<file path="src/hw/rtl/esd_pkg.sv">
// ----------------------------------------------------------------------------
// esd_pkg: escape sequence decoder shared types and constants
// Byte constants, decode modes, configuration indexes and the structs passed
// between the decoder modules.
// ----------------------------------------------------------------------------
`default_nettype none

package esd_pkg;

  localparam int ByteWidth     = 8;
  localparam int AccWidth      = 10;
  localparam int CountWidth    = 2;
  localparam int FaultWidth    = 2;
  localparam int CfgIndexWidth = 2;

  // configuration register indexes
  localparam logic [CfgIndexWidth-1:0] CFG_ESCAPE  = 2'd0;
  localparam logic [CfgIndexWidth-1:0] CFG_QUOTE   = 2'd1;
  localparam logic [CfgIndexWidth-1:0] CFG_COMMENT = 2'd2;

  localparam logic [ByteWidth-1:0] EscapeReset  = 8'd33;
  localparam logic [ByteWidth-1:0] QuoteReset   = 8'd34;
  localparam logic [ByteWidth-1:0] CommentReset = 8'd35;

  // fault codes
  localparam logic [FaultWidth-1:0] FAULT_NONE      = 2'd0;
  localparam logic [FaultWidth-1:0] FAULT_UNKNOWN   = 2'd1;
  localparam logic [FaultWidth-1:0] FAULT_BAD_DIGIT = 2'd2;

  // named escape values
  localparam logic [ByteWidth-1:0] ChNewline   = 8'd10;
  localparam logic [ByteWidth-1:0] ChReturn    = 8'd13;
  localparam logic [ByteWidth-1:0] ChBackspace = 8'd8;
  localparam logic [ByteWidth-1:0] ChTab       = 8'd9;
  localparam logic [ByteWidth-1:0] ChFormfeed  = 8'd12;
  localparam logic [ByteWidth-1:0] ChNul       = 8'd0;

  localparam logic [CountWidth-1:0] HexDigits = 2'd2;
  localparam logic [CountWidth-1:0] OctDigits = 2'd2;
  localparam logic [CountWidth-1:0] DecDigits = 2'd3;

  typedef enum logic [2:0] {
    MODE_IDLE = 3'd0,
    MODE_ESC  = 3'd1,
    MODE_HEX  = 3'd2,
    MODE_OCT  = 3'd3,
    MODE_DEC  = 3'd4
  } esd_mode_t;

  typedef struct packed {
    logic [ByteWidth-1:0] escape_char;
    logic [ByteWidth-1:0] quote_char;
    logic [ByteWidth-1:0] comment_char;
  } esd_cfg_t;

  typedef struct packed {
    esd_mode_t             decode_mode;
    logic [CountWidth-1:0] digits_seen;
    logic [AccWidth-1:0]   accumulated_value;
  } esd_state_t;

  typedef struct packed {
    logic                  char_valid;
    logic [ByteWidth-1:0]  char_value;
    logic [FaultWidth-1:0] fault;
    logic                  string_done;
  } esd_result_t;

  localparam esd_state_t StateIdle = '{decode_mode: MODE_IDLE, digits_seen: '0,
                                       accumulated_value: '0};

  function automatic logic [ByteWidth-1:0] lower_ascii(input logic [ByteWidth-1:0] c);
    logic [ByteWidth-1:0] r;
    r = c;
    if (c >= "A" && c <= "Z") begin
      r = c + 8'd32;
    end
    return r;
  endfunction

endpackage

`default_nettype wire

</file>
<file path="src/hw/rtl/esd_in_if.sv">
// ----------------------------------------------------------------------------
// esd_in_if: text byte channel
// Valid/ready channel carrying one string byte per item.
// ----------------------------------------------------------------------------
`default_nettype none

interface esd_in_if;
  logic                           valid;
  logic                           ready;
  logic [esd_pkg::ByteWidth-1:0]  text_byte;

  modport source (output valid, output text_byte, input ready);
  modport sink   (input valid, input text_byte, output ready);
endinterface

`default_nettype wire

</file>
<file path="src/hw/rtl/esd_out_if.sv">
// ----------------------------------------------------------------------------
// esd_out_if: decoded character channel
// Valid/ready channel carrying one decode result per item.
// ----------------------------------------------------------------------------
`default_nettype none

interface esd_out_if;
  logic                            valid;
  logic                            ready;
  logic                            char_valid;
  logic [esd_pkg::ByteWidth-1:0]   char_value;
  logic [esd_pkg::FaultWidth-1:0]  fault;
  logic                            string_done;

  modport source (output valid, output char_valid, output char_value, output fault,
                  output string_done, input ready);
  modport sink   (input valid, input char_valid, input char_value, input fault,
                  input string_done, output ready);
endinterface

`default_nettype wire

</file>
<file path="src/hw/rtl/esd_cfg_regs.sv">
// ----------------------------------------------------------------------------
// esd_cfg_regs: configuration registers
// Holds the escape, quote and comment bytes, written through a plain write port.
// ----------------------------------------------------------------------------
`default_nettype none

module esd_cfg_regs (
  input  wire logic                               clk,
  input  wire logic                               rst,
  input  wire logic                               cfg_we,
  input  wire logic [esd_pkg::CfgIndexWidth-1:0]  cfg_index,
  input  wire logic [esd_pkg::ByteWidth-1:0]      cfg_data,
  output esd_pkg::esd_cfg_t                       cfg
);

  always_ff @(posedge clk) begin
    if (rst) begin
      cfg.escape_char  <= esd_pkg::EscapeReset;
      cfg.quote_char   <= esd_pkg::QuoteReset;
      cfg.comment_char <= esd_pkg::CommentReset;
    end else if (cfg_we) begin
      case (cfg_index)
        esd_pkg::CFG_ESCAPE:  cfg.escape_char  <= cfg_data;
        esd_pkg::CFG_QUOTE:   cfg.quote_char   <= cfg_data;
        esd_pkg::CFG_COMMENT: cfg.comment_char <= cfg_data;
        default: ;
      endcase
    end
  end

endmodule

`default_nettype wire

</file>
<file path="src/hw/rtl/esd_decode.sv">
// ----------------------------------------------------------------------------
// esd_decode: one-byte decode step
// Combinational next state and result for one text byte.
// ----------------------------------------------------------------------------
`default_nettype none

module esd_decode (
  input  esd_pkg::esd_cfg_t                   cfg,
  input  esd_pkg::esd_state_t                 state,
  input  wire logic [esd_pkg::ByteWidth-1:0]  text_byte,
  output esd_pkg::esd_state_t                 state_next,
  output esd_pkg::esd_result_t                result
);

  logic [esd_pkg::ByteWidth-1:0]  low;
  logic [esd_pkg::ByteWidth-1:0]  value;
  logic [esd_pkg::FaultWidth-1:0] fault;
  logic                           done;
  logic                           digit_ok;
  logic [3:0]                     digit;
  logic [esd_pkg::AccWidth-1:0]   acc_scaled;
  logic [esd_pkg::AccWidth-1:0]   acc_new;
  logic [esd_pkg::CountWidth-1:0] count_new;
  logic [esd_pkg::CountWidth-1:0] limit;

  assign low = esd_pkg::lower_ascii(text_byte);

  // digit of the current base, and accumulator times base
  always_comb begin
    digit_ok   = 1'b0;
    digit      = '0;
    acc_scaled = '0;
    limit      = esd_pkg::HexDigits;
    case (state.decode_mode)
      esd_pkg::MODE_HEX: begin
        acc_scaled = {state.accumulated_value[esd_pkg::AccWidth-5:0], 4'b0};
        if (text_byte >= "0" && text_byte <= "9") begin
          digit_ok = 1'b1;
          digit    = text_byte[3:0];
        end else if (low >= "a" && low <= "f") begin
          digit_ok = 1'b1;
          digit    = 4'(low - ("a" - 8'd10));
        end
      end
      esd_pkg::MODE_OCT: begin
        limit      = esd_pkg::OctDigits;
        acc_scaled = {state.accumulated_value[esd_pkg::AccWidth-4:0], 3'b0};
        if (text_byte >= "0" && text_byte <= "7") begin
          digit_ok = 1'b1;
          digit    = text_byte[3:0];
        end
      end
      esd_pkg::MODE_DEC: begin
        limit      = esd_pkg::DecDigits;
        acc_scaled = {state.accumulated_value[esd_pkg::AccWidth-4:0], 3'b0}
                   + {state.accumulated_value[esd_pkg::AccWidth-2:0], 1'b0};
        if (text_byte >= "0" && text_byte <= "9") begin
          digit_ok = 1'b1;
          digit    = text_byte[3:0];
        end
      end
      default: ;
    endcase
  end

  assign acc_new   = acc_scaled + esd_pkg::AccWidth'(digit);
  assign count_new = state.digits_seen + 2'd1;

  always_comb begin
    state_next = esd_pkg::StateIdle;
    value      = esd_pkg::ChNul;
    fault      = esd_pkg::FAULT_NONE;
    done       = 1'b0;
    case (state.decode_mode)
      esd_pkg::MODE_ESC: begin
        done = (text_byte == esd_pkg::ChNul);
        if (low == cfg.quote_char || low == cfg.escape_char || low == cfg.comment_char) begin
          value = low;
        end else if (low == "n") begin
          value = esd_pkg::ChNewline;
        end else if (low == "r") begin
          value = esd_pkg::ChReturn;
        end else if (low == "b") begin
          value = esd_pkg::ChBackspace;
        end else if (low == "t") begin
          value = esd_pkg::ChTab;
        end else if (low == "f") begin
          value = esd_pkg::ChFormfeed;
        end else if (low == "{" || low == "}" || low == "[" || low == "]" ||
                     low == "=" || low == " ") begin
          value = low;
        end else if (low == "x") begin
          state_next.decode_mode = esd_pkg::MODE_HEX;
        end else if (low >= "0" && low <= "7") begin
          state_next.decode_mode       = esd_pkg::MODE_OCT;
          state_next.accumulated_value = esd_pkg::AccWidth'(low[2:0]);
        end else if (low == "d") begin
          state_next.decode_mode = esd_pkg::MODE_DEC;
        end else begin
          fault = esd_pkg::FAULT_UNKNOWN;
        end
      end
      esd_pkg::MODE_HEX, esd_pkg::MODE_OCT, esd_pkg::MODE_DEC: begin
        if (text_byte == esd_pkg::ChNul) begin
          // terminator flushes the pending value
          value = state.accumulated_value[esd_pkg::ByteWidth-1:0];
          done  = 1'b1;
        end else if (!digit_ok) begin
          fault = esd_pkg::FAULT_BAD_DIGIT;
        end else if (count_new >= limit) begin
          value = acc_new[esd_pkg::ByteWidth-1:0];
        end else begin
          state_next.decode_mode       = state.decode_mode;
          state_next.digits_seen       = count_new;
          state_next.accumulated_value = acc_new;
        end
      end
      default: begin
        if (text_byte == esd_pkg::ChNul) begin
          done = 1'b1;
        end else if (text_byte == cfg.escape_char) begin
          state_next.decode_mode = esd_pkg::MODE_ESC;
        end else begin
          value = text_byte;
        end
      end
    endcase
  end

  assign result.char_valid  = (value != esd_pkg::ChNul);
  assign result.char_value  = value;
  assign result.fault       = fault;
  assign result.string_done = done;

endmodule

`default_nettype wire

</file>
<file path="src/hw/rtl/escape_sequence_decoder_top.sv">
// ----------------------------------------------------------------------------
// escape_sequence_decoder_top: streaming escape sequence decoder
// Decodes escape sequences in a byte string, one result per input byte.
// ----------------------------------------------------------------------------
// Usage:
//   text_in  : valid/ready channel, one string byte per item; 0 ends a string.
//   char_out : valid/ready channel, exactly one result per input item, with
//              char_valid/char_value (decoded byte), fault and string_done.
//   cfg_we/cfg_index/cfg_data : writes escape (0), quote (1) and comment (2)
//              bytes; write only while no item is in flight.
// Path: each byte is taken into the input register, then decoded into the
//   result register that drives char_out.
// Throughput: one item per cycle while char_out is taken; the decode state is
//   registered and feeds back, so consecutive bytes are taken back to back.
// Stall: when char_out is not taken, the result register holds; text_in.ready
//   drops at once if the input register holds a byte, otherwise the empty
//   input register takes one more byte first.
// Reset: registers return to escape 33, quote 34, comment 35; decoder idle,
//   both pipeline stages empty.
// ----------------------------------------------------------------------------
`default_nettype none

module escape_sequence_decoder_top (
  input  wire logic                               clk,
  input  wire logic                               rst,
  esd_in_if.sink                                  text_in,
  esd_out_if.source                               char_out,
  input  wire logic                               cfg_we,
  input  wire logic [esd_pkg::CfgIndexWidth-1:0]  cfg_index,
  input  wire logic [esd_pkg::ByteWidth-1:0]      cfg_data
);

  esd_pkg::esd_cfg_t    cfg;
  esd_pkg::esd_state_t  state;
  esd_pkg::esd_state_t  state_next;
  esd_pkg::esd_result_t dec_result;
  esd_pkg::esd_result_t out_result;

  logic                          in_valid;
  logic [esd_pkg::ByteWidth-1:0] in_byte;
  logic                          out_valid;
  logic                          out_advance;
  logic                          in_ready;

  esd_cfg_regs u_cfg (
    .clk       (clk),
    .rst       (rst),
    .cfg_we    (cfg_we),
    .cfg_index (cfg_index),
    .cfg_data  (cfg_data),
    .cfg       (cfg)
  );

  esd_decode u_decode (
    .cfg        (cfg),
    .state      (state),
    .text_byte  (in_byte),
    .state_next (state_next),
    .result     (dec_result)
  );

  assign out_advance   = !out_valid || char_out.ready;
  assign in_ready      = !in_valid || out_advance;
  assign text_in.ready = in_ready;

  always_ff @(posedge clk) begin
    if (rst) begin
      in_valid <= 1'b0;
    end else if (in_ready) begin
      in_valid <= text_in.valid;
    end
    if (in_ready && text_in.valid) begin
      in_byte <= text_in.text_byte;
    end
  end

  always_ff @(posedge clk) begin
    if (rst) begin
      out_valid <= 1'b0;
      state     <= esd_pkg::StateIdle;
    end else if (out_advance) begin
      out_valid <= in_valid;
      if (in_valid) begin
        state <= state_next;
      end
    end
    if (out_advance && in_valid) begin
      out_result <= dec_result;
    end
  end

  assign char_out.valid       = out_valid;
  assign char_out.char_valid  = out_result.char_valid;
  assign char_out.char_value  = out_result.char_value;
  assign char_out.fault       = out_result.fault;
  assign char_out.string_done = out_result.string_done;

  // a fault never comes with a character
  assert property (@(posedge clk) disable iff (rst)
    out_valid && out_result.fault != esd_pkg::FAULT_NONE |-> !out_result.char_valid)
    else $error("fault with emitted character");

  // emitted characters are never zero
  assert property (@(posedge clk) disable iff (rst)
    out_valid && out_result.char_valid |-> out_result.char_value != esd_pkg::ChNul)
    else $error("zero character emitted");

  // terminator always leaves the decoder idle
  assert property (@(posedge clk) disable iff (rst)
    out_advance && in_valid && dec_result.string_done
      |=> state.decode_mode == esd_pkg::MODE_IDLE)
    else $error("decoder not idle after terminator");

  // a stalled result holds
  assert property (@(posedge clk) disable iff (rst)
    out_valid && !char_out.ready |=> out_valid && $stable(out_result))
    else $error("stalled result changed");

endmodule

`default_nettype wire

</file>
<file path="src/flat_wrapper.sv">
// flat-port wrapper written by rule: the top's interface ports become plain ports
module escape_sequence_decoder_top_flat 
  (clk, rst, cfg_we, cfg_index, cfg_data, text_in_valid, text_in_text_byte, text_in_ready, char_out_valid, char_out_char_valid, char_out_char_value, char_out_fault, char_out_string_done, char_out_ready);
  esd_in_if text_in_i ();
  esd_out_if char_out_i ();
  input  wire logic clk;
  input  wire logic rst;
  input  wire logic cfg_we;
  input  wire logic [esd_pkg::CfgIndexWidth-1:0] cfg_index;
  input  wire logic [esd_pkg::ByteWidth-1:0] cfg_data;
  input wire logic [$bits(text_in_i.valid)-1:0] text_in_valid;
  input wire logic [$bits(text_in_i.text_byte)-1:0] text_in_text_byte;
  output wire logic [$bits(text_in_i.ready)-1:0] text_in_ready;
  output wire logic [$bits(char_out_i.valid)-1:0] char_out_valid;
  output wire logic [$bits(char_out_i.char_valid)-1:0] char_out_char_valid;
  output wire logic [$bits(char_out_i.char_value)-1:0] char_out_char_value;
  output wire logic [$bits(char_out_i.fault)-1:0] char_out_fault;
  output wire logic [$bits(char_out_i.string_done)-1:0] char_out_string_done;
  input wire logic [$bits(char_out_i.ready)-1:0] char_out_ready;
  assign text_in_i.valid = text_in_valid;
  assign text_in_i.text_byte = text_in_text_byte;
  assign text_in_ready = text_in_i.ready;
  assign char_out_valid = char_out_i.valid;
  assign char_out_char_valid = char_out_i.char_valid;
  assign char_out_char_value = char_out_i.char_value;
  assign char_out_fault = char_out_i.fault;
  assign char_out_string_done = char_out_i.string_done;
  assign char_out_i.ready = char_out_ready;
  escape_sequence_decoder_top u_core (.clk(clk), .rst(rst), .text_in(text_in_i), .char_out(char_out_i), .cfg_we(cfg_we), .cfg_index(cfg_index), .cfg_data(cfg_data));
endmodule
</file>
<file path="config.mk">
export PLATFORM = sky130hd
export DESIGN_NAME = escape_sequence_decoder_top_flat
export DESIGN_NICKNAME = d
export VERILOG_FILES = /design/src/hw/rtl/esd_pkg.sv /design/src/hw/rtl/esd_in_if.sv /design/src/hw/rtl/esd_out_if.sv /design/src/hw/rtl/esd_cfg_regs.sv /design/src/hw/rtl/esd_decode.sv /design/src/hw/rtl/escape_sequence_decoder_top.sv /design/src/flat_wrapper.sv
export SDC_FILE = /design/constraint.sdc
export NUM_CORES = 1
export LEC_CHECK = 0
export ABC_AREA = 1
export BUFFER_PORTS_ARGS = -buffer_cell sky130_fd_sc_hd__clkbuf_2
export CAP_MARGIN = 30
export CORE_AREA = 2 2 106 108
export CTS_CLUSTER_SIZE = 30
export DETAILED_ROUTE_END_ITERATION = 8
export DIE_AREA = 0 0 108 110
export PLACE_DENSITY = 0.61
export SKIP_LAST_GASP = 1
export SLEW_MARGIN = 20
export SYNTH_ARGS = -nofsm -noshare
export SYNTH_HDL_FRONTEND = slang
export SYNTH_SLANG_ARGS = --single-unit
</file>
<file path="constraint.sdc">
create_clock -name clk -period 5.3 [get_ports clk]
set_input_delay 0.265 -clock clk [delete_from_list [all_inputs] [get_ports clk]]
set_output_delay 0.265 -clock clk [all_outputs]
set_load 0.005 [all_outputs]
</file>
## Word level (Yosys, flattened, before mapping)

Index checks and enable logic that the tools add are counted.

- $add $sub $neg: 5
- Multiply operators: 0
- Divide/modulo/power cells: 0
- Magnitude comparators: 10
- Eq/ne operators: 24
- Shift operators: 0
- Muxes and demuxes: 68
- Bitwise operators: 0
- Reductions and logical operators: 27

Operators with widths:

| kind | number |
|---|---|
| $mux 8 | 13 |
| $eq 8x7->1 const B | 11 |
| $mux 3 | 19 |
| $mux 15 | 3 |
| $eq 8x8->1 | 4 |
| $pmux 10 s3 | 1 |
| $le 8x6->1 const B | 3 |
| $mux 2 | 12 |
| $pmux 9 s2 | 1 |
| $eq 8x6->1 const B | 2 |
| $ge 8x6->1 const B | 2 |
| $ge 8x7->1 const B | 2 |
| $le 8x7->1 const B | 2 |
| $mux 4 | 4 |
| $pmux 8 s2 | 1 |
| $pmux 4 s3 | 1 |
| $add 10x10->10 | 1 |
| $add 10x4->10 | 1 |
| $mux 1 | 10 |
| $logic_or 1x1->1 | 9 |
| $add 8x6->8 const B | 1 |
| $logic_not 8->1 | 1 |
| $reduce_and 2->1 | 4 |
| $reduce_bool 8->1 | 1 |
| 17 further kinds | 25 |

- Register bits after elaboration: 60
- Bits in latches: 0
- RAM bits: 0
- ROM bits: 0
- Input bits: 23
- Output and inout port bits: 14
- Logic and storage cells: 147
- Memories: 0

## Longest topological paths before layout

- Word-level depth: 18
- Gate-level depth with buffers: 31
- Gate-level depth less buffers: 30

## Hierarchy

A second synthesis with hierarchy kept.

- Cell total of the unflattened synthesis: 704
- Area total of the unflattened synthesis: 4909.7 µm²

Modules (own cells, without submodules):

| module | instances | cells each | area each (µm²) | sequential area each (µm²) |
|---|---|---|---|---|
| esd_decode | 1 | 430 | 2412.3 | 0.0 |
| escape_sequence_decoder_top | 1 | 130 | 1466.4 | 940.9 |
| esd_cfg_regs | 1 | 144 | 1031.0 | 480.5 |

## Least setup slack after synthesis

OpenSTA, ideal clock, no wires.

- Path kind: register -> register
- From: reg u_core.in_byte[1] (netlist name)
- To: reg u_core.out_result, in the netlist u_core.char_out.char_valid (data pin)
- Setup time: 0.259 ns
- Data arrival time: 3.603 ns
- Data required time: 5.041 ns
- Slack: 1.438 ns
- Cell stages (with the launch flop): 28
- Path buffers: 1
- Clock period less this slack: 3.862 ns
- Path through: edfxtp_1 -> buf_2 -> inv_1 -> ha_1 -> nand4_4 -> nand4_2 -> nand2_4 -> nor2_4 -> nand3_2 -> nand2_1 -> nand2_1 -> nand2_2 -> nand2_4 -> o22ai_1 -> ha_1 -> inv_1 -> fa_1 -> o21bai_1 -> nand2_1 -> xnor2_1 -> inv_1 -> nor2_1 -> nand2_1 -> nand2_1 -> a21oi_1 -> nand2_1 -> nor2_1 -> nand2_1

RTL lines:

| element | RTL line | source |
|---|---|---|
| start, declared | escape_sequence_decoder_top.sv:40 | `logic [esd_pkg::ByteWidth-1:0] in_byte;` |
| start signal, assigned | escape_sequence_decoder_top.sv:73 | `in_byte <= text_in.text_byte;` |
| end signal, assigned | escape_sequence_decoder_top.sv:88 | `out_result <= dec_result;` |
| end, declared | escape_sequence_decoder_top.sv:37 | `esd_pkg::esd_result_t out_result;` |

==> flow_metrics.tcl <==
set metrics [dict create \
    layout-drive-gt1-share 0.155 \
    whs_endpoint "u_core.in_byte[4]" \
    die_h_um 110 \
    regToRegStartpoint "u_core.in_byte[0]" \
    power.switching_w 0.000334 \
    hold_path_class "in2reg" \
    p_seq_frac 0.466 \
    cp_slowest_cell "edfxtp_1" \
    rsz0062_at_grt "no" \
    die_w_um 108 \
    min_period_over_period 0.853 \
    cts_sinks 59 \
    setup_viol 0 \
    synth_commonest_cells "nand2_1, inv_1, nor2_1" \
    total_power_w 0.00110 \
    numCtsBuffers 9 \
    clock_skew_ns 0.0127 \
    clk_path_buf_depth 2 \
    synth-edff-count 20 \
    p_int_w 0.000766 \
    ios 37 \
    core_area_sq_um 10700 \
    async_flop_share 0 \
    post_cts_buffers 0 \
    ys.warnings.count 0 \
    dp.cells 748 \
    grt_overflow_total 0 \
    cts_tree "built" \
    endpoint_kind "flip-flop" \
    postSynth.topFlopCell "dfxtp_1" \
    antenna_found_initial 0 \
    whs_path_depth 1 \
    ctsRootBufferMaster "clkbuf_8" \
    synth_top_area_share 0.190 \
    r2r_setup_slack_ns 0.78 \
    power.leakage_nw 2.05 \
    grt_pass1_wl_um 18400 \
    vias 4011 \
    antennaDiodeCount 0 \
    syn_avg_cell_area_sq_um 7.06 \
    track_usage 0.199 \
    rr_worst_depth 29 \
    power_frac_clock 0.386 \
    final_cells 765 \
    synth_nets 622 \
    syn_area_sq_um 4110 \
    hold_buffers 0 \
    initial_utilization 0.384 \
    drv_slew 0 \
    drtPass1Iterations 7 \
    place.gp.congestion 0.939 \
    peakVddDrop_v 0.000133 \
    vias_per_cell 5.24 \
    finalSetupTns_ns 0 \
    cp.arrival_ns 4.63 \
    r2r-end "u_core.char_out.char_valid" \
    ys_ff_latch 59 \
    layout-area-overhead-vs-synth_pct 12.7 \
    max_freq_mhz 221 \
    cts_resized 0 \
    hp-start "text_in_text_byte[4]" \
    htree_levels 3 \
    pwr-share-comb 0.148 \
    worst-setup-path-type "reg2reg" \
    synth.distinct_cells 54 \
    dieArea_sq_um 11900 \
    switching_share 0.304 \
    netlist_instances 582 \
    synth_area_leaders "dfxtp_1, edfxtp_1, nand2_1" \
    nets 660 \
    crit_path_frequent_cell "nand2_1" \
    yosysSeqAreaShare 0.336 \
    required_ns 5.41 \
    synth.most_common_cell "nand2_1" \
    outcome "complete, no violations" \
    slowest_delay_ns 0.63 \
    critical_path.max_fanout 11 \
    synth_top_area_cell "dfxtp_1" \
    power_density_nw_per_um2 238 \
    worst_setup_path_start_kind "flip-flop" \
    grt_max_degree 26 \
    clk_latency_ns 0.36 \
    drc 0 \
    hold_ws_ns 0.0821 \
    drtIter0Drc 335 \
    finalHoldViolations 0 \
    drtAntennaViolNets 0 \
    hpwl_um 8430 \
    io_buffers 36 \
    num_rows 38 \
    routedWlPerCell_um 14.5 \
    period_needed_ns 4.52 \
    clk_pin_slew_worst_paths_ns 0.08 \
    first_global_vias 3820 \
    wirelength_um 11100 \
    max-cap-violations 0 \
    slew_headroom 0.573 \
    worst-slew-pin-transition_ns 0.641 \
]
==> state kept, by name (all words and copies together) (netlist names) <==
name	flops
u_core.in_byte	8
u_core.u_cfg.cfg	24
u_core.char_out.fault	2
u_core.in_valid	1
u_core.char_out.char_valid	1
u_core.char_out.string_done	1
u_core.state	13
u_core.char_out.valid	1
u_core.char_out.char_value	8
==> worst max-delay path: cells and delay by family (launching register included) <==
kind                       cells  cell delay, ns
adders and majority gates      3            0.84
buffers and inverters          4            0.44
and+or+nand+nor               18            1.71
AOI/OAI and AO/OA              3            0.49
xor gates and xnor gates       1            0.17
DFF                            1            0.63
==> metrics by stage <==
step / util / instance area [sq um] / worst slack (ns)
2_1_floorplan: - / 4110 / 1.44
3_3_place_gp: 0.413 / 4420 / 0.987
3_5_place_dp: 0.413 / 4420 / 0.834
4_1_cts: 0.432 / 4620 / 0.806
5_1_grt: 0.433 / 4630 / 0.278
6_report: 0.433 / 4630 / 0.780
==> kinds of logic after synthesis <==
family / count (synthesis) / share of synthesized area
flops: 59 / 0.336
fa+ha+maj: 17 / 0.0554
buf+inv: 101 / 0.0968
compound gates: 94 / 0.134
simple gates: 292 / 0.337
xor+xnor: 19 / 0.0405
==> final cells by class <==
cell class | instances | area, sq um
multi-input combinational | 422 | 2330
fill | 1118 | 6070
inverter | 88 | 334
tap | 140 | 175
clock inverter | 7 | 77.6
timing repair buffer | 40 | 208
sequential | 59 | 1380
clock buffer | 9 | 124
==> metal layers <==
layer  track usage  wire [um]
met1         0.267       5150
met2         0.312       4860
met3        0.0329        728
met4         0.101        369
met5             0          0
==> power groups by stage <==
| stage | Combinational [W] | Sequential, W | Clock (W) |
|---|---|---|---|
| 3_3_place_gp | 0.000159 | 0.000522 | 0 |
| 2_1_floorplan | 0.000120 | 0.000512 | 0 |
| 6_report | 0.000163 | 0.000512 | 0.000424 |
| 4_1_cts | 0.000162 | 0.000512 | 0.000434 |
| 5_1_grt | 0.000184 | 0.000515 | 0.000452 |
| 3_5_place_dp | 0.000161 | 0.000522 | 0 |
==> worst max path at each step <==
| stage | start | to | slack [ns] | cells past startpoint |
|---|---|---|---|---|
| global route | u_core.in_byte[0] | u_core.char_out.char_valid | 0.28 | 29 |
| CTS | u_core.in_byte[0] | u_core.char_out.char_valid | 0.81 | 29 |
| detailed placement | u_core.in_byte[1] | u_core.char_out.char_valid | 0.83 | 27 |
| finish | u_core.in_byte[0] | u_core.char_out.char_valid | 0.78 | 29 |
| global placement | u_core.in_byte[0] | u_core.char_out.char_valid | 0.99 | 29 |
| floorplan | u_core.in_byte[1] | u_core.char_out.char_valid | 1.44 | 27 |
==> cell usage in the layout, fill, tap and decap left out, types with 7 or more instances in the layout <==
master    instances
nand2_1         138
inv_1            76
nor2_1           58
nand3_1          44
a21oi_1          40
dfxtp_1          39
clkbuf_2         36
o21ai_0          25
edfxtp_1         20
nor3_1           16
xor2_1           15
ha_1             15
inv_2             9
nand4_1           9
clkbuf_8          9
o22ai_1           7
(Power assumes the default switching activity.)
